### src/hdl/tracker_health_supervisor_core_assert.svh
// Assertion macros for the tracker health supervisor.
// Every macro samples on the rising edge of clk.
// THS_ASSERT is disabled while rst is high. THS_ASSERT_ALWAYS also checks during reset.
`ifndef TRACKER_HEALTH_SUPERVISOR_CORE_ASSERT_SVH
`define TRACKER_HEALTH_SUPERVISOR_CORE_ASSERT_SVH

`ifndef NO_ASSERTIONS
`define THS_ASSERT(lbl, prop, msg) \
  lbl: assert property (@(posedge clk) disable iff (rst) prop) else $error(msg);
`define THS_ASSERT_ALWAYS(lbl, prop, msg) \
  lbl: assert property (@(posedge clk) prop) else $error(msg);
`else
`define THS_ASSERT(lbl, prop, msg)
`define THS_ASSERT_ALWAYS(lbl, prop, msg)
`endif

`endif

### src/hdl/ths_pkg.sv
package ths_pkg;

  localparam int FEATURE_BITS = 12;
  localparam int RUN_BITS     = 8;
  localparam int THR_BITS     = 8;
  localparam int EIGEN_BITS   = 32;
  localparam int STALE_BITS   = 16;
  localparam int HEALTH_BITS  = 3;
  localparam int CFG_IDX_BITS = 3;
  localparam int CFG_DATA_BITS = 32;
  localparam int CMP_BITS     = (RUN_BITS > THR_BITS) ? RUN_BITS : THR_BITS;

  // Health codes.
  localparam logic [HEALTH_BITS-1:0] HEALTH_WARMUP     = 3'd0;
  localparam logic [HEALTH_BITS-1:0] HEALTH_ACTIVE     = 3'd1;
  localparam logic [HEALTH_BITS-1:0] HEALTH_DEGRADED   = 3'd2;
  localparam logic [HEALTH_BITS-1:0] HEALTH_BYPASS     = 3'd3;
  localparam logic [HEALTH_BITS-1:0] HEALTH_RECOVERING = 3'd4;

  // Configuration register indexes.
  localparam logic [CFG_IDX_BITS-1:0] REG_ACTIVE_FEATURE_FLOOR   = 3'd0;
  localparam logic [CFG_IDX_BITS-1:0] REG_STARVE_FEATURE_FLOOR   = 3'd1;
  localparam logic [CFG_IDX_BITS-1:0] REG_BYPASS_FRAMES          = 3'd2;
  localparam logic [CFG_IDX_BITS-1:0] REG_RECOVERY_FRAMES_NEEDED = 3'd3;
  localparam logic [CFG_IDX_BITS-1:0] REG_HYSTERESIS_FRAMES      = 3'd4;
  localparam logic [CFG_IDX_BITS-1:0] REG_DEGRADE_EIGEN_FLOOR    = 3'd5;
  localparam logic [CFG_IDX_BITS-1:0] REG_BYPASS_EIGEN_FLOOR     = 3'd6;

  localparam logic [RUN_BITS-1:0]   RUN_MAX   = '1;
  localparam logic [STALE_BITS-1:0] STALE_MAX = '1;

  typedef struct packed {
    logic [FEATURE_BITS-1:0] active_feature_floor;
    logic [FEATURE_BITS-1:0] starve_feature_floor;
    logic [THR_BITS-1:0]     bypass_frames;
    logic [THR_BITS-1:0]     recovery_frames_needed;
    logic [THR_BITS-1:0]     hysteresis_frames;
    logic [EIGEN_BITS-1:0]   degrade_eigen_floor;
    logic [EIGEN_BITS-1:0]   bypass_eigen_floor;
  } ths_cfg_t;

  typedef struct packed {
    logic                    frame_stale;
    logic [FEATURE_BITS-1:0] feature_count;
    logic                    solver_ok;
    logic                    state_nonfinite;
    logic [FEATURE_BITS-1:0] inlier_count;
    logic [EIGEN_BITS-1:0]   min_eigen;
  } ths_frame_t;

  typedef struct packed {
    logic [HEALTH_BITS-1:0] health;
    logic                   run_backend;
    logic                   restart_estimator;
    logic                   dropped_stale;
    logic [STALE_BITS-1:0]  stale_total;
  } ths_result_t;

  function automatic logic [RUN_BITS-1:0] run_inc(input logic [RUN_BITS-1:0] v);
    return (v == RUN_MAX) ? v : RUN_BITS'(v + 1'b1);
  endfunction

  // A threshold above the counter's saturation value is never reached.
  function automatic logic run_ge(input logic [RUN_BITS-1:0] run,
                                  input logic [THR_BITS-1:0] thr);
    return CMP_BITS'(run) >= CMP_BITS'(thr);
  endfunction

endpackage

### src/hdl/ths_in_if.sv
interface ths_in_if
  import ths_pkg::*;
();
  logic                    valid;
  logic                    ready;
  logic                    frame_stale;
  logic [FEATURE_BITS-1:0] feature_count;
  logic                    solver_ok;
  logic                    state_nonfinite;
  logic [FEATURE_BITS-1:0] inlier_count;
  logic [EIGEN_BITS-1:0]   min_eigen;

  modport source (output valid, frame_stale, feature_count, solver_ok, state_nonfinite,
                  inlier_count, min_eigen, input ready);
  modport sink (input valid, frame_stale, feature_count, solver_ok, state_nonfinite,
                inlier_count, min_eigen, output ready);
endinterface

### src/hdl/ths_out_if.sv
interface ths_out_if
  import ths_pkg::*;
();
  logic                   valid;
  logic                   ready;
  logic [HEALTH_BITS-1:0] health;
  logic                   run_backend;
  logic                   restart_estimator;
  logic                   dropped_stale;
  logic [STALE_BITS-1:0]  stale_total;

  modport source (output valid, health, run_backend, restart_estimator, dropped_stale,
                  stale_total, input ready);
  modport sink (input valid, health, run_backend, restart_estimator, dropped_stale,
                stale_total, output ready);
endinterface

### src/hdl/ths_cfg_if.sv
interface ths_cfg_if
  import ths_pkg::*;
();
  logic                     valid;
  logic                     ready;
  logic [CFG_IDX_BITS-1:0]  index;
  logic [CFG_DATA_BITS-1:0] data;

  modport source (output valid, index, data, input ready);
  modport sink (input valid, index, data, output ready);
endinterface

### src/hdl/ths_cfg_regs.sv
module ths_cfg_regs
  import ths_pkg::*;
(
  input  logic           clk,
  input  logic           rst,
  ths_cfg_if.sink        cfg,
  output ths_cfg_t       regs
);

  assign cfg.ready = 1'b1;

  always_ff @(posedge clk) begin
    if (rst) begin
      regs.active_feature_floor   <= FEATURE_BITS'(30);
      regs.starve_feature_floor   <= FEATURE_BITS'(10);
      regs.bypass_frames          <= THR_BITS'(3);
      regs.recovery_frames_needed <= THR_BITS'(5);
      regs.hysteresis_frames      <= THR_BITS'(3);
      regs.degrade_eigen_floor    <= EIGEN_BITS'(65536);
      regs.bypass_eigen_floor     <= EIGEN_BITS'(6554);
    end else if (cfg.valid && cfg.ready) begin
      case (cfg.index)
        REG_ACTIVE_FEATURE_FLOOR:   regs.active_feature_floor <= cfg.data[FEATURE_BITS-1:0];
        REG_STARVE_FEATURE_FLOOR:   regs.starve_feature_floor <= cfg.data[FEATURE_BITS-1:0];
        REG_BYPASS_FRAMES:          regs.bypass_frames <= cfg.data[THR_BITS-1:0];
        REG_RECOVERY_FRAMES_NEEDED: regs.recovery_frames_needed <= cfg.data[THR_BITS-1:0];
        REG_HYSTERESIS_FRAMES:      regs.hysteresis_frames <= cfg.data[THR_BITS-1:0];
        REG_DEGRADE_EIGEN_FLOOR:    regs.degrade_eigen_floor <= cfg.data[EIGEN_BITS-1:0];
        REG_BYPASS_EIGEN_FLOOR:     regs.bypass_eigen_floor <= cfg.data[EIGEN_BITS-1:0];
        default: begin
        end
      endcase
    end
  end

endmodule

### src/hdl/ths_supervisor.sv
module ths_supervisor
  import ths_pkg::*;
(
  input  logic        clk,
  input  logic        rst,
  input  ths_cfg_t    regs,
  input  ths_frame_t  frame_in,
  input  logic        commit,
  output ths_result_t result_next
);

  logic [HEALTH_BITS-1:0] health_state, health_state_next;
  logic [RUN_BITS-1:0]    starve_run, starve_run_next;
  logic [RUN_BITS-1:0]    recover_run, recover_run_next;
  logic [RUN_BITS-1:0]    degraded_run, degraded_run_next;
  logic [RUN_BITS-1:0]    healthy_run, healthy_run_next;
  logic [STALE_BITS-1:0]  stale_counter, stale_counter_next;

  logic [RUN_BITS-1:0] starve_inc, recover_inc, degraded_inc, healthy_inc;
  logic                starving, well_fed, low_inliers, eig_degraded, eig_bypass;

  assign starve_inc   = run_inc(starve_run);
  assign recover_inc  = run_inc(recover_run);
  assign degraded_inc = run_inc(degraded_run);
  assign healthy_inc  = run_inc(healthy_run);

  assign starving     = frame_in.feature_count < regs.starve_feature_floor;
  assign well_fed     = frame_in.feature_count >= regs.active_feature_floor;
  assign low_inliers  = frame_in.inlier_count < regs.active_feature_floor;
  assign eig_degraded = frame_in.min_eigen < regs.degrade_eigen_floor;
  assign eig_bypass   = frame_in.min_eigen < regs.bypass_eigen_floor;

  always_comb begin
    health_state_next  = health_state;
    starve_run_next    = starve_run;
    recover_run_next   = recover_run;
    degraded_run_next  = degraded_run;
    healthy_run_next   = healthy_run;
    stale_counter_next = stale_counter;
    result_next.run_backend       = 1'b0;
    result_next.restart_estimator = 1'b0;
    result_next.dropped_stale     = 1'b0;

    if (frame_in.frame_stale) begin
      if (stale_counter != STALE_MAX) begin
        stale_counter_next = STALE_BITS'(stale_counter + 1'b1);
      end
      result_next.dropped_stale = 1'b1;
    end else if (health_state == HEALTH_BYPASS) begin
      if (well_fed) begin
        recover_run_next = recover_inc;
        if (run_ge(recover_inc, regs.recovery_frames_needed)) begin
          result_next.restart_estimator = 1'b1;
          health_state_next = HEALTH_RECOVERING;
          recover_run_next  = '0;
          starve_run_next   = '0;
        end
      end else begin
        recover_run_next = '0;
      end
    end else begin
      starve_run_next = starving ? starve_inc : '0;
      if (starving && run_ge(starve_inc, regs.bypass_frames)) begin
        health_state_next = HEALTH_BYPASS;
      end else begin
        result_next.run_backend = 1'b1;
        if (!frame_in.solver_ok) begin
          health_state_next = HEALTH_WARMUP;
          degraded_run_next = '0;
          healthy_run_next  = '0;
        end else if (frame_in.state_nonfinite) begin
          result_next.restart_estimator = 1'b1;
          health_state_next = HEALTH_BYPASS;
        end else if (low_inliers || eig_degraded) begin
          degraded_run_next = degraded_inc;
          if (run_ge(degraded_inc, regs.hysteresis_frames)) begin
            health_state_next = HEALTH_DEGRADED;
            healthy_run_next  = '0;
          end
          if (eig_bypass) begin
            health_state_next = HEALTH_BYPASS;
          end
        end else begin
          healthy_run_next = healthy_inc;
          // Leaving degraded needs a full run of healthy frames.
          if (run_ge(healthy_inc, regs.hysteresis_frames) ||
              health_state != HEALTH_DEGRADED) begin
            health_state_next = HEALTH_ACTIVE;
          end
          degraded_run_next = '0;
        end
      end
    end

    result_next.health      = health_state_next;
    result_next.stale_total = stale_counter_next;
  end

  always_ff @(posedge clk) begin
    if (rst) begin
      health_state  <= HEALTH_WARMUP;
      starve_run    <= '0;
      recover_run   <= '0;
      degraded_run  <= '0;
      healthy_run   <= '0;
      stale_counter <= '0;
    end else if (commit) begin
      health_state  <= health_state_next;
      starve_run    <= starve_run_next;
      recover_run   <= recover_run_next;
      degraded_run  <= degraded_run_next;
      healthy_run   <= healthy_run_next;
      stale_counter <= stale_counter_next;
    end
  end

endmodule

### src/hdl/tracker_health_supervisor_core.sv
// Tracker health supervisor. Each transfer on the frame channel carries one camera frame
// summary, and each frame gives exactly one transfer on the result channel, in order. A frame
// is registered on entry. When it moves on, the supervisor state and the result register are
// updated together. A new frame can be taken in every cycle while the result side keeps up.
// The result register lets the next frame enter while a result waits. Configuration writes
// take effect at once and are always accepted. They belong to idle periods only. Thresholds
// on run counters are compared with greater-or-equal against saturating 8-bit counts.
// Eigenvalues and their floors are unsigned Q16.16.
`include "tracker_health_supervisor_core_assert.svh"

module tracker_health_supervisor_core
  import ths_pkg::*;
(
  input  logic       clk,
  input  logic       rst,
  ths_in_if.sink     frame,
  ths_out_if.source  result,
  ths_cfg_if.sink    cfg
);

  ths_cfg_t    regs;
  ths_frame_t  frame_reg;
  logic        frame_valid;
  ths_result_t result_next;
  ths_result_t result_reg;
  logic        result_valid;
  logic        advance;

  ths_cfg_regs u_cfg_regs (
    .clk  (clk),
    .rst  (rst),
    .cfg  (cfg),
    .regs (regs)
  );

  // The registered frame moves on whenever the result register is free or being drained.
  assign advance     = !result_valid || result.ready;
  assign frame.ready = !frame_valid || advance;

  always_ff @(posedge clk) begin
    if (rst) begin
      frame_valid <= 1'b0;
    end else if (frame.ready) begin
      frame_valid <= frame.valid;
    end
  end

  always_ff @(posedge clk) begin
    if (frame.valid && frame.ready) begin
      frame_reg.frame_stale     <= frame.frame_stale;
      frame_reg.feature_count   <= frame.feature_count;
      frame_reg.solver_ok       <= frame.solver_ok;
      frame_reg.state_nonfinite <= frame.state_nonfinite;
      frame_reg.inlier_count    <= frame.inlier_count;
      frame_reg.min_eigen       <= frame.min_eigen;
    end
  end

  ths_supervisor u_supervisor (
    .clk         (clk),
    .rst         (rst),
    .regs        (regs),
    .frame_in    (frame_reg),
    .commit      (frame_valid && advance),
    .result_next (result_next)
  );

  always_ff @(posedge clk) begin
    if (rst) begin
      result_valid <= 1'b0;
    end else if (advance) begin
      result_valid <= frame_valid;
    end
  end

  always_ff @(posedge clk) begin
    if (frame_valid && advance) begin
      result_reg <= result_next;
    end
  end

  assign result.valid             = result_valid;
  assign result.health            = result_reg.health;
  assign result.run_backend       = result_reg.run_backend;
  assign result.restart_estimator = result_reg.restart_estimator;
  assign result.dropped_stale     = result_reg.dropped_stale;
  assign result.stale_total       = result_reg.stale_total;

  `THS_ASSERT(a_stale_is_passive,
    result.valid && result.dropped_stale |-> !result.run_backend && !result.restart_estimator,
    "stale frame ran the backend or restarted the estimator")
  `THS_ASSERT(a_backend_restart_bypass,
    result.valid && result.run_backend && result.restart_estimator |->
      result.health == HEALTH_BYPASS,
    "backend restart without a move to bypass")
  `THS_ASSERT(a_bypass_restart_recover,
    result.valid && !result.run_backend && result.restart_estimator |->
      result.health == HEALTH_RECOVERING,
    "restart from bypass without a move to recovering")
  `THS_ASSERT_ALWAYS(a_stall_only_when_blocked,
    !rst && !frame.ready |-> result.valid && !result.ready,
    "frame input stalled while the result side was free")

endmodule

### src/flat_wrapper.sv
// flat-port wrapper written by rule: the top's interface ports become plain ports
module tracker_health_supervisor_core_flat import ths_pkg::*;
  (clk, rst, frame_valid, frame_frame_stale, frame_feature_count, frame_solver_ok, frame_state_nonfinite, frame_inlier_count, frame_min_eigen, frame_ready, result_valid, result_health, result_run_backend, result_restart_estimator, result_dropped_stale, result_stale_total, result_ready, cfg_valid, cfg_index, cfg_data, cfg_ready);
  ths_in_if frame_i ();
  ths_out_if result_i ();
  ths_cfg_if cfg_i ();
  input  logic clk;
  input  logic rst;
  input wire logic [$bits(frame_i.valid)-1:0] frame_valid;
  input wire logic [$bits(frame_i.frame_stale)-1:0] frame_frame_stale;
  input wire logic [$bits(frame_i.feature_count)-1:0] frame_feature_count;
  input wire logic [$bits(frame_i.solver_ok)-1:0] frame_solver_ok;
  input wire logic [$bits(frame_i.state_nonfinite)-1:0] frame_state_nonfinite;
  input wire logic [$bits(frame_i.inlier_count)-1:0] frame_inlier_count;
  input wire logic [$bits(frame_i.min_eigen)-1:0] frame_min_eigen;
  output wire logic [$bits(frame_i.ready)-1:0] frame_ready;
  output wire logic [$bits(result_i.valid)-1:0] result_valid;
  output wire logic [$bits(result_i.health)-1:0] result_health;
  output wire logic [$bits(result_i.run_backend)-1:0] result_run_backend;
  output wire logic [$bits(result_i.restart_estimator)-1:0] result_restart_estimator;
  output wire logic [$bits(result_i.dropped_stale)-1:0] result_dropped_stale;
  output wire logic [$bits(result_i.stale_total)-1:0] result_stale_total;
  input wire logic [$bits(result_i.ready)-1:0] result_ready;
  input wire logic [$bits(cfg_i.valid)-1:0] cfg_valid;
  input wire logic [$bits(cfg_i.index)-1:0] cfg_index;
  input wire logic [$bits(cfg_i.data)-1:0] cfg_data;
  output wire logic [$bits(cfg_i.ready)-1:0] cfg_ready;
  assign frame_i.valid = frame_valid;
  assign frame_i.frame_stale = frame_frame_stale;
  assign frame_i.feature_count = frame_feature_count;
  assign frame_i.solver_ok = frame_solver_ok;
  assign frame_i.state_nonfinite = frame_state_nonfinite;
  assign frame_i.inlier_count = frame_inlier_count;
  assign frame_i.min_eigen = frame_min_eigen;
  assign frame_ready = frame_i.ready;
  assign result_valid = result_i.valid;
  assign result_health = result_i.health;
  assign result_run_backend = result_i.run_backend;
  assign result_restart_estimator = result_i.restart_estimator;
  assign result_dropped_stale = result_i.dropped_stale;
  assign result_stale_total = result_i.stale_total;
  assign result_i.ready = result_ready;
  assign cfg_i.valid = cfg_valid;
  assign cfg_i.index = cfg_index;
  assign cfg_i.data = cfg_data;
  assign cfg_ready = cfg_i.ready;
  tracker_health_supervisor_core u_core (.clk(clk), .rst(rst), .frame(frame_i), .result(result_i), .cfg(cfg_i));
endmodule
### config.mk
export PLATFORM = sky130hd
export DESIGN_NAME = tracker_health_supervisor_core_flat
export DESIGN_NICKNAME = d
export VERILOG_FILES = /design/src/hdl/ths_pkg.sv /design/src/hdl/ths_in_if.sv /design/src/hdl/ths_out_if.sv /design/src/hdl/ths_cfg_if.sv /design/src/hdl/ths_cfg_regs.sv /design/src/hdl/ths_supervisor.sv /design/src/hdl/tracker_health_supervisor_core.sv /design/src/flat_wrapper.sv
export VERILOG_INCLUDE_DIRS = /design/src /design/src/hdl
export SDC_FILE = /design/constraint.sdc
export NUM_CORES = 1
export LEC_CHECK = 0
export ABC_AREA = 1
export BUFFER_PORTS_ARGS = -buffer_cell sky130_fd_sc_hd__buf_2
export CORE_MARGIN = 10
export CORE_UTILIZATION = 30
export DETAILED_ROUTE_END_ITERATION = 10
export GPL_ROUTABILITY_DRIVEN = 0
export HOLD_SLACK_MARGIN = 0.03
export PLACE_DENSITY = 0.42
export SLEW_MARGIN = 20
export SYNTH_ARGS = -nofsm -noshare
export SYNTH_HDL_FRONTEND = slang
export SYNTH_HIERARCHICAL = 1
export SYNTH_SLANG_ARGS = --single-unit
### constraint.sdc
create_clock -name clk -period 4.3 [get_ports clk]
set_input_delay 0.43 -clock clk [delete_from_list [all_inputs] [get_ports clk]]
set_output_delay 0.43 -clock clk [all_outputs]
set_load 0.005 [all_outputs]
# == After elaboration in Yosys (flattened, before gate mapping) ==
# Cells that the tools add are included.
# word_totals
romBits,0
in_bits,99
elab_cells,119
regBits,246
ram_bits,0
latch_bits,0
memories,0
output_inout_bits,25
# op_classes
bitwise_logic,3
n_reduce_logical,22
add_sub_neg,5
muxes,37
shifts,0
multipliers,0
order_cmp,9
eq_ne,17
div_mod_pow,0
# ops
op,count
$mux 8,17
$lt 32x32->1,2
$mux 3,11
$add 8x1->8 const B,4
$eq 8x8->1 const B,4
$ge 8x8->1,4
$mux 16,2
$lt 12x12->1,2
$add 16x1->16 const B,1
$ne 16x16->1 const B,1
$reduce_and 2->1,7
$ge 12x12->1,1
$eq 3x2->1 const B,3
$eq 3x3->1 const B,3
$mux 1,6
$reduce_and 6->1,1
$reduce_and 5->1,1
$logic_or 1x1->1,4
$ne 2x2->1 const B,2
$reduce_and 4->1,1
$eq 3x1->1 const B,1
$logic_and 1x1->1,3
$logic_not 3->1,1
$ne 3x2->1 const B,1
7 further kinds,10

# == Depth between registers and ports, before layout ==
# Gate-level depths: netlist of run 1.
# logic_depth
ltp_word,11
depth_mapped,22
depth_no_buf,22

# == Modules after synthesis ==
# Netlist of run 1, hierarchy kept.
# modules_own_cells
module,cells_per_inst,n_inst,area_per_inst_um2,seq_area_each_um2
ths_supervisor,989,1,6391.1,1021.0
ths_cfg_regs,641,1,4424.2,2242.2
tracker_health_supervisor_core,93,1,2523.7,2472.4

# == Worst setup path after synthesis of run 1 ==
# Ideal clock, no wire load.
# synth_path
kind,input -> register
startpoint,input port result_ready
endpoint,register u_core.u_supervisor.recover_run[0]
cell_stages,10
slack_ps,1184
required_time_ps,4230
arrival_ps,3045
path_cell_list,inv_1 -> a21oi_1 -> inv_1 -> nor2_2 -> inv_1 -> nor2_4 -> clkinv_1 -> nor2_1 -> nand3_1 -> a21oi_1
# synth_via
elab_chain_cells,3
# synth_lines
item,line,source
from (decl),flat_wrapper.sv:23,input wire logic [$bits(result_i.ready)-1:0] result_ready;
$logic_or 1x1->1,tracker_health_supervisor_core.sv:37,assign advance = !result_valid || result.ready;
$logic_and 1x1->1,tracker_health_supervisor_core.sv:64,".commit (frame_valid && advance),"
$reduce_and 3->1 (no source line),-,
to (signal assigned),ths_supervisor.sv:110,recover_run <= recover_run_next;
to (decl),ths_supervisor.sv:14,"logic [RUN_BITS-1:0] recover_run, recover_run_next;"
# No other way between the ends.
# A chain may end at the register's enable or synchronous reset.

# == Worst setup path after layout of run 1 ==
# layout_path
startpoint,register u_core.u_supervisor.starve_run[0]
endpoint,register u_core.u_supervisor.healthy_run[1]
# layout_via
elab_chain_cells,6
word_cells_on_any_way,7
classes_between,add/sub: 1; order compare: 1; eq/ne: 1; mux: 1; bitwise: 1; reduce/logical: 2
# layout_lines
item,line,source
from (decl),ths_supervisor.sv:13,"logic [RUN_BITS-1:0] starve_run, starve_run_next;"
from (signal assigned),ths_supervisor.sv:109,starve_run <= starve_run_next;
$add 8x1->8 or $eq 8x8->1 (tied branches),ths_pkg.sv:60,return (v == RUN_MAX) ? v : RUN_BITS'(v + 1'b1);
$mux 8 *,ths_pkg.sv:60,
$ge 8x8->1 *,ths_pkg.sv:66,return CMP_BITS'(run) >= CMP_BITS'(thr);
$logic_and 1x1->1 *,ths_supervisor.sv:63,"if (starving && run_ge(starve_inc, regs.bypass_frames)) begin"
$not 1->1 (no source line) *,-,
$reduce_and 6->1 (no source line) *,-,
to (signal assigned),ths_supervisor.sv:112,healthy_run <= healthy_run_next;
to (decl),ths_supervisor.sv:16,"logic [RUN_BITS-1:0] healthy_run, healthy_run_next;"
# Every way passes the cells marked *; elsewhere a longest branch is shown, timed or not.

==> run metrics, run 1 <==
clk buf depth 3; xor-xnor portion of the synthesized cell area 1.89%; DR vias/cell 4.45; io pins 124; reg2reg setup slack 0.82 ns; latest clock arrival within the worst-skew pair 0.59 ns; Tot GR Track Use 13.6%; clock root buffer clkbuf_16; first-pass iteration count of the detailed router 4; crit-path max FO 17; Total Neg Setup Slack 0 ns; Mapped Area 0.0133 mm²; multiplexer area fraction after synthesis 0.159%; fin nets 2128; Compound-Gate Fraction of Synth Area 6.73%; Clock transition at path regs 0.06 ns; largest net degree at the start of global routing 93; crit path cell chain ha_1 > nand3_1 > nor2_1 > nand4_1 > inv_1 > nor3_1 > nand2_1 > xnor2_1 > ha_1 > a21oi_1 > o21a_1 > nand3_1 > nand3_1 > nand2_1 > nor2_2 > nand2_2 > inv_2 > nand2_1 > inv_2 > nor2_1 > nor2_1; worst slack, placed 0.836 ns; r2r worst-path depth 21; total wire length 36400 µm; vias in the first global route 11.3k; synth unique cells 43; sw frac 25.9%; Hold Fails Final Rpt 0; post-cts sizing count 0; Slew Limit Fails 0; routed length per instance 14.5 µm; CTS Sinks 246; layout cells sized above 1 11.5%; VDD IR max 0.271 mV; worst endpoint required time 4.81 ns; post-route antenna net violation count 0; Top FF cell, synth dfxtp_1; ys async rst share 0%; n_diodes 0; largest family of logic cells by synthesized area simple AND/OR/NAND/NOR gates; period utilization 80.9%; Residual DRC 0; CTS tree yes; Avg Inst Size Synth 7.74 µm²; status completed; Cell Pwr Density 365 mW/mm²; RSZ-0062 raised after global routing no; # rows 77; Synthesized Nets 1955; post-DP HPWL 26200 µm; Worst Hold Launch frame_min_eigen[29]; CP endpoint kind register; Lkg Pwr 7.23 nW; postcts setup bufs 0; cell area after layout 0.0162 mm²; Worst Tran Pin Value 1.00 ns; HP Class input pin to register; Largest register FFs 112; vias 11.2k; EDFF count, synth 81; Comb pwr share 11.1%; commonest non-fill, non-tap cell in the layout nand2_1; slowest CP cell dfxtp_1; WS Path Type register to register; fraction of the mapped netlist area in simple logic gates 26.7%; worst flop-to-flop path startpoint u_core/u_supervisor/starve_run[0]; final setup fails 0; final critical-path required period 3.48 ns; Cell Int Power 0.00438 W; Startpoint Class register; dpl cell area 0.0146 mm²; Initial Util 30.2%; most frequent cells in the layout nand2_1 (334), nor2_1 (259), inv_1 (242); CTS Buf Count 31; hold endpoint u_core/frame_reg[29]; peak per-stage delay on the critical path 0.34 ns; H-tree depth 1; gr ovfl total 0; Chip Height 231 µm; Fmax 287 MHz; cells after synthesis 1723; die extent in x 231 µm; adder-cell share of the synthesized area 12.5%; Worst Clk Skew 0.0202 ns; WHS Path Cells 1; # port buffers 122; Slew HR 33.0%; Sequential Power Share 43.5%; Worst EP arrival 3.99 ns; sequential-to-total area share from yosys stat 43.0%; setup slack after layout 0.820 ns; worst flop-to-flop path endpoint u_core/u_supervisor/healthy_run[1]; Psw 0.00153 W; die area 0.0533 mm²; CORE AREA 0.0441 mm²; Max-Cap Viols 0; initial antenna violation count 2; 1st-iter DRT viols 520; Post-CTS Hold Fix Bufs 57; clock power share 45.4%; Synth Register Bits 246; first-pass GRT wire length 59300 µm; Ys Warns 6; Area Growth Syn to Fin 21.3%
cells in the mapped netlist (6+ instances only):
cell type / number / area [µm²]
nor4_1: 6 / 37.5
o21ai_0: 40 / 200
inv_2: 7 / 26.3
xnor2_1: 8 / 70.1
xor2_1: 19 / 166
nor2_1: 259 / 972
clkbuf_1: 15 / 56.3
a21oi_1: 104 / 521
inv_1: 244 / 916
edfxtp_1: 81 / 2430
nand4_1: 27 / 169
nand3_1: 172 / 861
buf_2: 32 / 160
nor3_1: 20 / 100
ha_1: 133 / 1660
dfxtp_1: 165 / 3300
nand2_1: 334 / 1250
nor2_2: 10 / 62.6
worst max path at each step:
| stage | from | to | slack [ns] | cells past startpoint |
|---|---|---|---|---|
| floorplan | result_ready | u_core/u_supervisor/recover_run[0] | 1.18 | 10 |
| global placement | u_core/u_supervisor/starve_run[0] | u_core/u_supervisor/healthy_run[6] | 0.96 | 21 |
| detailed placement | u_core/u_supervisor/starve_run[0] | u_core/u_supervisor/healthy_run[6] | 0.84 | 21 |
| CTS | u_core/u_supervisor/starve_run[0] | u_core/u_supervisor/healthy_run[1] | 0.79 | 21 |
| global route | u_core/u_supervisor/starve_run[0] | u_core/u_supervisor/healthy_run[7] | 0.34 | 21 |
| finish | u_core/u_supervisor/starve_run[0] | u_core/u_supervisor/healthy_run[1] | 0.82 | 21 |
per-layer routing:
| metal | vias to the layer above | global-route usage [%] | share of wire, % | wire length, µm |
|---|---|---|---|---|
| met5 | - | 0 | 0.088 | 32 |
| met3 | 42 | 2.81 | 4.2 | 1530 |
| met1 | 5055 | 17.5 | 48 | 17500 |
| met2 | 163 | 22.7 | 46 | 16600 |
| met4 | 4 | 3.23 | 2.1 | 750 |
| li1 | 5931 | - | - | - |
through the flow:
| step | cells | utilization, % | hold slack (ns) | power, W |
|---|---|---|---|---|
| after global placement | 2398 | 33.0 | 0.443 | 0.00324 |
| after detailed placement | 2398 | 33.0 | 0.443 | 0.00325 |
| after CTS | 2513 | 36.7 | 0.0373 | 0.00602 |
| after floorplan | 1723 | - | 0.429 | 0.00302 |
| after global routing | 2513 | 36.7 | 0.0337 | 0.00622 |
| final | 2513 | 36.7 | 0.0646 | 0.00591 |
cell type report:
cell class	count	area, µm²
inverter	253	953
clock buffer	49	977
tap	592	741
timing repair buffer	192	1280
sequential	246	5740
multi-input combinational	1172	6410
clock inverter	9	87.6
fill	4714	27900
power groups by stage:
stage,sequential [W],combinational (W),clock [W]
floorplan,0.00260,0.000420,0
global placement,0.00262,0.000614,0
detailed placement,0.00263,0.000624,0
CTS,0.00258,0.000667,0.00278
global route,0.00259,0.000763,0.00287
finish,0.00257,0.000653,0.00268
cell families after synthesis:
logic type,count (synthesis)
DFF,246
AOI/OAI and AO/OA,168
other,1
and+or+nand+nor,840
xor gates and xnor gates,28
buffers and inverters,305
adders and majority gates,133
muxes,2
critical path: cells and delay by family (launching register included):
kind / cells / cell delay [ns]
compound gates: 2 / 0.25
xor+xnor: 1 / 0.23
fa+ha+maj: 2 / 0.51
buf+inv: 3 / 0.48
flops: 1 / 0.34
simple gates: 13 / 1.57
Power figures use the tool's default switching activity.
==> inputs of run 2 (changes only) <==
- clock period: 4.3 -> 3.5 ns (I/O delays scaled with it)
==> run 2 against run 1 <==
Non-clock buffer count grew 9. Worst setup slack lost 0.50 ns. First-iteration DRC count shrank 5.2%. Core utilization grew 0.29 points. Clock power grew 21%. Count of clock-buffer cells in the layout shrank 2. Die area is the same. Worst hold slack gained 0.0023 ns. Critical endpoint is now u_core/result.health[1]. Largest cell class unchanged. Largest power group unchanged.
==> run metrics, run 2 (synthesis results as in run 1) <==
Area Growth Syn to Fin 22.3%; cell area after layout 0.0163 mm²; Clock transition at path regs 0.06 ns; final critical-path required period 3.18 ns; CP endpoint kind register; routed length per instance 14.3 µm; WS Path Type register to register; layout cells sized above 1 12.1%; crit-path max FO 9; vias 11.3k; Largest register FFs 112; fill count 4696; clock root buffer clkbuf_16; Residual DRC 0; post-route antenna net violation count 0; commonest non-fill, non-tap cell in the layout nand2_1; Fmax 314 MHz; latest clock arrival within the worst-skew pair 0.55 ns; register area 0.00574 mm²; die area 0.0533 mm²; VDD IR max 0.259 mV; Finished Core Util 37.0%; 1st-iter DRT viols 493; Lkg Pwr 7.24 nW; first-pass GRT wire length 59800 µm; worst slack, placed 0.0935 ns; setup slack after layout 0.317 ns; crit path cell chain ha_1 > nand2_1 > nor3_2 > nand3_2 > nand3_1 > xor2_1 > ha_1 > a21oi_1 > nor2_1 > a211oi_1 > nand4_1 > inv_1 > nand3_1 > nand2_1 > nand2_1 > nand2_1 > nand2_1 > o21ai_0; DR vias/cell 4.48; peak per-stage delay on the critical path 0.40 ns; status completed; Slew HR 43.4%; worst endpoint required time 3.86 ns; CORE AREA 0.0441 mm²; post-DP HPWL 25900 µm; slowest CP cell dfxtp_1; Hold Fails Final Rpt 0; area of the multi-input gates 0.00647 mm²; clk buf depth 3; largest net degree at the start of global routing 92; die extent in x 231 µm; total wire length 36200 µm; HP Class input pin to register; Slew Limit Fails 0; period utilization 91.0%; Worst Tran Pin Value 0.846 ns; # rows 77; dpl cell area 0.0146 mm²; Total Neg Setup Slack 0 ns; final setup fails 0; Initial Util 30.2%; cell mode on critical path nand2_1; Chip Height 231 µm; Startpoint Class register; # port buffers 122; most frequent cells in the layout nand2_1 (332), nor2_1 (257), inv_1 (242); fin nets 2140; Tot GR Track Use 13.7%; Worst Clk Skew 0.0167 ns; CTS tree yes; io pins 124; gr ovfl total 0; CTS Buf Count 34; Cell Pwr Density 442 mW/mm²; Max-Cap Viols 0; vias in the first global route 11.5k; CTS Sinks 246; H-tree depth 2; initial antenna violation count 1; first-pass iteration count of the detailed router 5; Worst EP arrival 3.55 ns
## run 2: worst paths after layout
kind | startpoint | end | slack (ns) | cells past startpoint
worst max-delay path | u_core/u_supervisor/healthy_run[0] | u_core/result.health[1] | 0.32 | 18
worst min-delay path | frame_valid | u_core/frame_valid | 0.07 | 3
worst max register to register | u_core/u_supervisor/healthy_run[0] | u_core/result.health[1] | 0.32 | 18
worst min register to register | u_core/u_cfg_regs/regs[7] | u_core/u_cfg_regs/regs[7] | 0.46 | 2
## run 2: metrics by stage
step | cells | power, W | hold WS (ns)
6_report | 2526 | 0.00720 | 0.0669
3_3_place_gp | 2399 | 0.00398 | 0.441
3_5_place_dp | 2399 | 0.00399 | 0.446
2_1_floorplan | 1723 | 0.00371 | 0.412
5_1_grt | 2525 | 0.00760 | 0.0625
4_1_cts | 2522 | 0.00736 | 0.0343
## run 2: what timing repair did
action                                  CTS  global route
hold buffers                             62             0
hold endpoints to repair                 62             0
endpoints found under the setup margin    0            27
setup buffers                             0             3
gates resized for setup                   0            18
## run 2: layout make-up
| class | instances | area share (%) |
|---|---|---|
| sequential | 246 | 35.2 |
| clock buffer | 47 | 5.70 |
| tap | 592 | 4.54 |
| clock inverter | 14 | 0.591 |
| inverter | 253 | 5.88 |
| timing repair buffer | 201 | 8.48 |
| antenna | 1 | 0.0153 |
| multi-input combinational | 1172 | 39.6 |
## run 2: where the power goes
group,internal (W),switching (W),leakage (nW),total [W]
Combinational,0.000320,0.000491,4.62,0.000811
Clock,0.00187,0.00136,0.492,0.00323
Sequential,0.00308,0.0000808,2.13,0.00316
Total,0.00527,0.00193,7.24,0.00720
## run 2: per-layer routing
layer  global-route usage (%)  wire length, µm
met5                        0               12
met4                     4.21              734
met2                     22.3            16400
met3                     2.51             1370
met1                     18.2            17600
## run 2: worst max-delay path, delay by kind of cell (launching register included)
family          cells  cell delay, ns
simple gates       11            1.30
fa+ha+maj           2            0.51
compound gates      3            0.50
flops               1            0.40
xor+xnor            1            0.23
buf+inv             1            0.09
==> inputs of run 3 (changes only) <==
- ABC_AREA: 1 -> 0
==> run 3 against run 2 <==
Non-clock buffer count up 17. Combinational power down 21%. Maximum frequency is 3.2% lower. Worst hold slack better by 0.0023 ns. Global-route usage decreased by 0.71 points. Design area is 0.11% higher. Routed wire length is 3.9% lower. Worst setup slack got worse by 0.11 ns. Sequential power fell by 2%. Core utilization is 0.12 points higher. First-iteration DRC count is 13% lower.
==> run metrics, run 3 <==
initial antenna violation count 0; Area Growth Syn to Fin 22.8%; area of the multi-input gates 0.00689 mm²; post-DP HPWL 25000 µm; CTS tree yes; total wire length 34800 µm; routed length per instance 16.3 µm; ys async rst share 0%; Top FF cell, synth dfxtp_1; worst flop-to-flop path startpoint u_core/u_supervisor/starve_run[1]; fill count 4464; period utilization 94.0%; Tot GR Track Use 13.0%; worst flop-to-flop path endpoint u_core/u_supervisor/healthy_run[1]; reg2reg setup slack 0.21 ns; most common cell in the netlist dfxtp_1; Clock transition at path regs 0.06 ns; die area 0.0532 mm²; fin nets 1743; cells after synthesis 1316; cell mode on critical path ha_1; WHS Path Cells 3; register area 0.00574 mm²; final setup fails 0; Startpoint Class register; Hold Fails Final Rpt 0; CTS Sinks 246; Design Power 0.00688 W; worst endpoint required time 3.97 ns; Post-synth top cells dfxtp_1 (165), nand2b_1 (136), ha_1 (133), inv_1 (121), mux2i_1 (117); Slew HR 35.9%; # rows 77; Residual DRC 0; CP endpoint kind register; commonest non-fill, non-tap cell in the layout dfxtp_1; clock root buffer clkbuf_16; Chip Height 231 µm; worst path bufs/invs 2; final critical-path required period 3.29 ns; Crit path max-delay family compound AO/OA/AOI/OAI gates; r2r worst-path depth 16; Total Neg Setup Slack 0 ns; main area contributors after synthesis dfxtp_1 (25%), edfxtp_1 (18%), ha_1 (13%); die extent in x 231 µm; Worst Hold Launch cfg_data[19]; 1st-iter DRT viols 428; Avg Inst Size Synth 10.1 µm²; Synth Register Bits 246; H-tree depth 1; first-pass iteration count of the detailed router 4; WS Path Type register to register; hold endpoint u_core/u_cfg_regs/regs[51]; peak per-stage delay on the critical path 0.38 ns; Worst Tran Pin Value 0.962 ns; CP Launch Point u_core/u_supervisor/starve_run[1]; CORE AREA 0.0440 mm²; first-pass GRT wire length 56200 µm; largest net degree at the start of global routing 60; Mapped Area 0.0133 mm²; Largest register FFs 112; sequential-to-total area share from yosys stat 43.1%; Lkg Pwr 6.82 nW; vias 9789; EDFF count, synth 81; synth unique cells 81; n_diodes 0; Synthesized Nets 1548; top cell type's share of synthesized area 24.8%; most frequent cells in the layout dfxtp_1 (164), nand2b_1 (136), ha_1 (133); crit path cell chain ha_1 > nand2_1 > nor2_2 > nand3_1 > nand4_1 > xnor2_1 > ha_1 > a21o_1 > a211oi_1 > o21ai_0 > a21oi_2 > o21a_1 > o211ai_4 > buf_12 > buf_4 > a31o_1; DR vias/cell 4.60; Cell Pwr Density 422 mW/mm²; io pins 124; Worst Clk Skew 0.0174 ns; VDD IR max 0.313 mV; Slew Limit Fails 0; vias in the first global route 10.3k; Initial Util 30.2%; Fmax 304 MHz; Ys Warns 6; Max-Cap Viols 0; gr ovfl total 0; crit-path max FO 14; HP Class input pin to register; latest clock arrival within the worst-skew pair 0.58 ns; Worst EP arrival 3.76 ns; cell taking the most area after synthesis dfxtp_1; slowest CP cell dfxtp_1; # port buffers 122; status completed; layout cells sized above 1 15.0%; post-route antenna net violation count 0; clk buf depth 3; CTS Buf Count 30
[run 3: cell count changes in the layout (fill, tap and decap cells not counted), sizes merged, moves of 9 or more]
cell	change
nand3	-129
inv	-132
nand2	-289
o21ai	-23
a21o	+18
nand2b	+137
mux2i	+116
nor2	-182
a21oi	-44
xnor2	+15
nor3	-9
buf	+12
[run 3: report_power, final]
group	switching, W	total (W)	internal (W)	leakage (nW)
registers	0.0000555	0.00310	0.00305	2.11
logic	0.000338	0.000637	0.000299	4.22
clock network	0.00128	0.00315	0.00186	0.490
[run 3: per-stage QoR]
| stage | util (%) | setup slack [ns] | hold WS (ns) | cell area (µm²) | std cells |
|---|---|---|---|---|---|
| 2_1_floorplan | - | 0.257 | 0.412 | 13300 | 1316 |
| 3_3_place_gp | 33.1 | 0.145 | 0.444 | 14600 | 2003 |
| 3_5_place_dp | 33.1 | 0.141 | 0.461 | 14600 | 2003 |
| 4_1_cts | 36.9 | 0.120 | 0.0371 | 16300 | 2126 |
| 5_1_grt | 37.1 | -0.0253 | 0.0566 | 16300 | 2127 |
| 6_report | 37.1 | 0.210 | 0.0692 | 16300 | 2127 |
[run 3: worst max path at each step]
| stage | to | slack (ns) | cells after the start |
|---|---|---|---|
| 6_report | u_core/u_supervisor/healthy_run[1] | 0.21 | 16 |
| 2_1_floorplan | u_core/result.health[1] | 0.26 | 13 |
| 5_1_grt | u_core/u_supervisor/healthy_run[3] | -0.03 | 16 |
| 4_1_cts | u_core/u_supervisor/healthy_run[0] | 0.12 | 15 |
| 3_5_place_dp | u_core/u_supervisor/healthy_run[0] | 0.14 | 15 |
| 3_3_place_gp | u_core/result.health[1] | 0.14 | 13 |
[run 3: metal layers]
| layer | vias up | wire length, µm | global-route usage (%) |
|---|---|---|---|
| li1 | 5026 | - | - |
| met1 | 4593 | 16300 | 16.7 |
| met2 | 130 | 16500 | 22.3 |
| met3 | 40 | 1100 | 2.21 |
| met4 | 0 | 805 | 3.29 |
| met5 | - | 0 | 0 |
[run 3: area by class of cell]
type | instances | area share, %
clock buffer | 44 | 5.35
clock inverter | 12 | 0.720
inverter | 121 | 2.78
multi-input combinational | 894 | 42.2
sequential | 246 | 35.1
tap | 592 | 4.54
timing repair buffer | 218 | 9.27
[run 3: cells by family (layout without fill, tap and decap cells)]
group | after synthesis | in the layout | synth area share, %
simple gates | 413 | 413 | 17.4
xor+xnor | 39 | 39 | 2.57
flops | 246 | 246 | 43.1
compound gates | 185 | 185 | 9.54
other cells | 1 | 1 | 0.0282
mux | 123 | 123 | 9.31
buf+inv | 176 | 395 | 5.50
fa+ha+maj | 133 | 133 | 12.5
[run 3: worst register-to-register path: cells and delay by family, from the launching register on]
kind            cells  cell delay, ns
flops               1            0.38
compound gates      7            1.30
buf+inv             2            0.31
xor+xnor            1            0.15
simple gates        4            0.53
fa+ha+maj           2            0.52
[run 3: timing repair]
item                                   4_1_cts  5_1_grt
endpoints found under the hold margin       70        0
buffers inserted                             0        1
setup endpoints to repair                    0       28
gates resized for setup                      0       13
hold buffers                                67        0
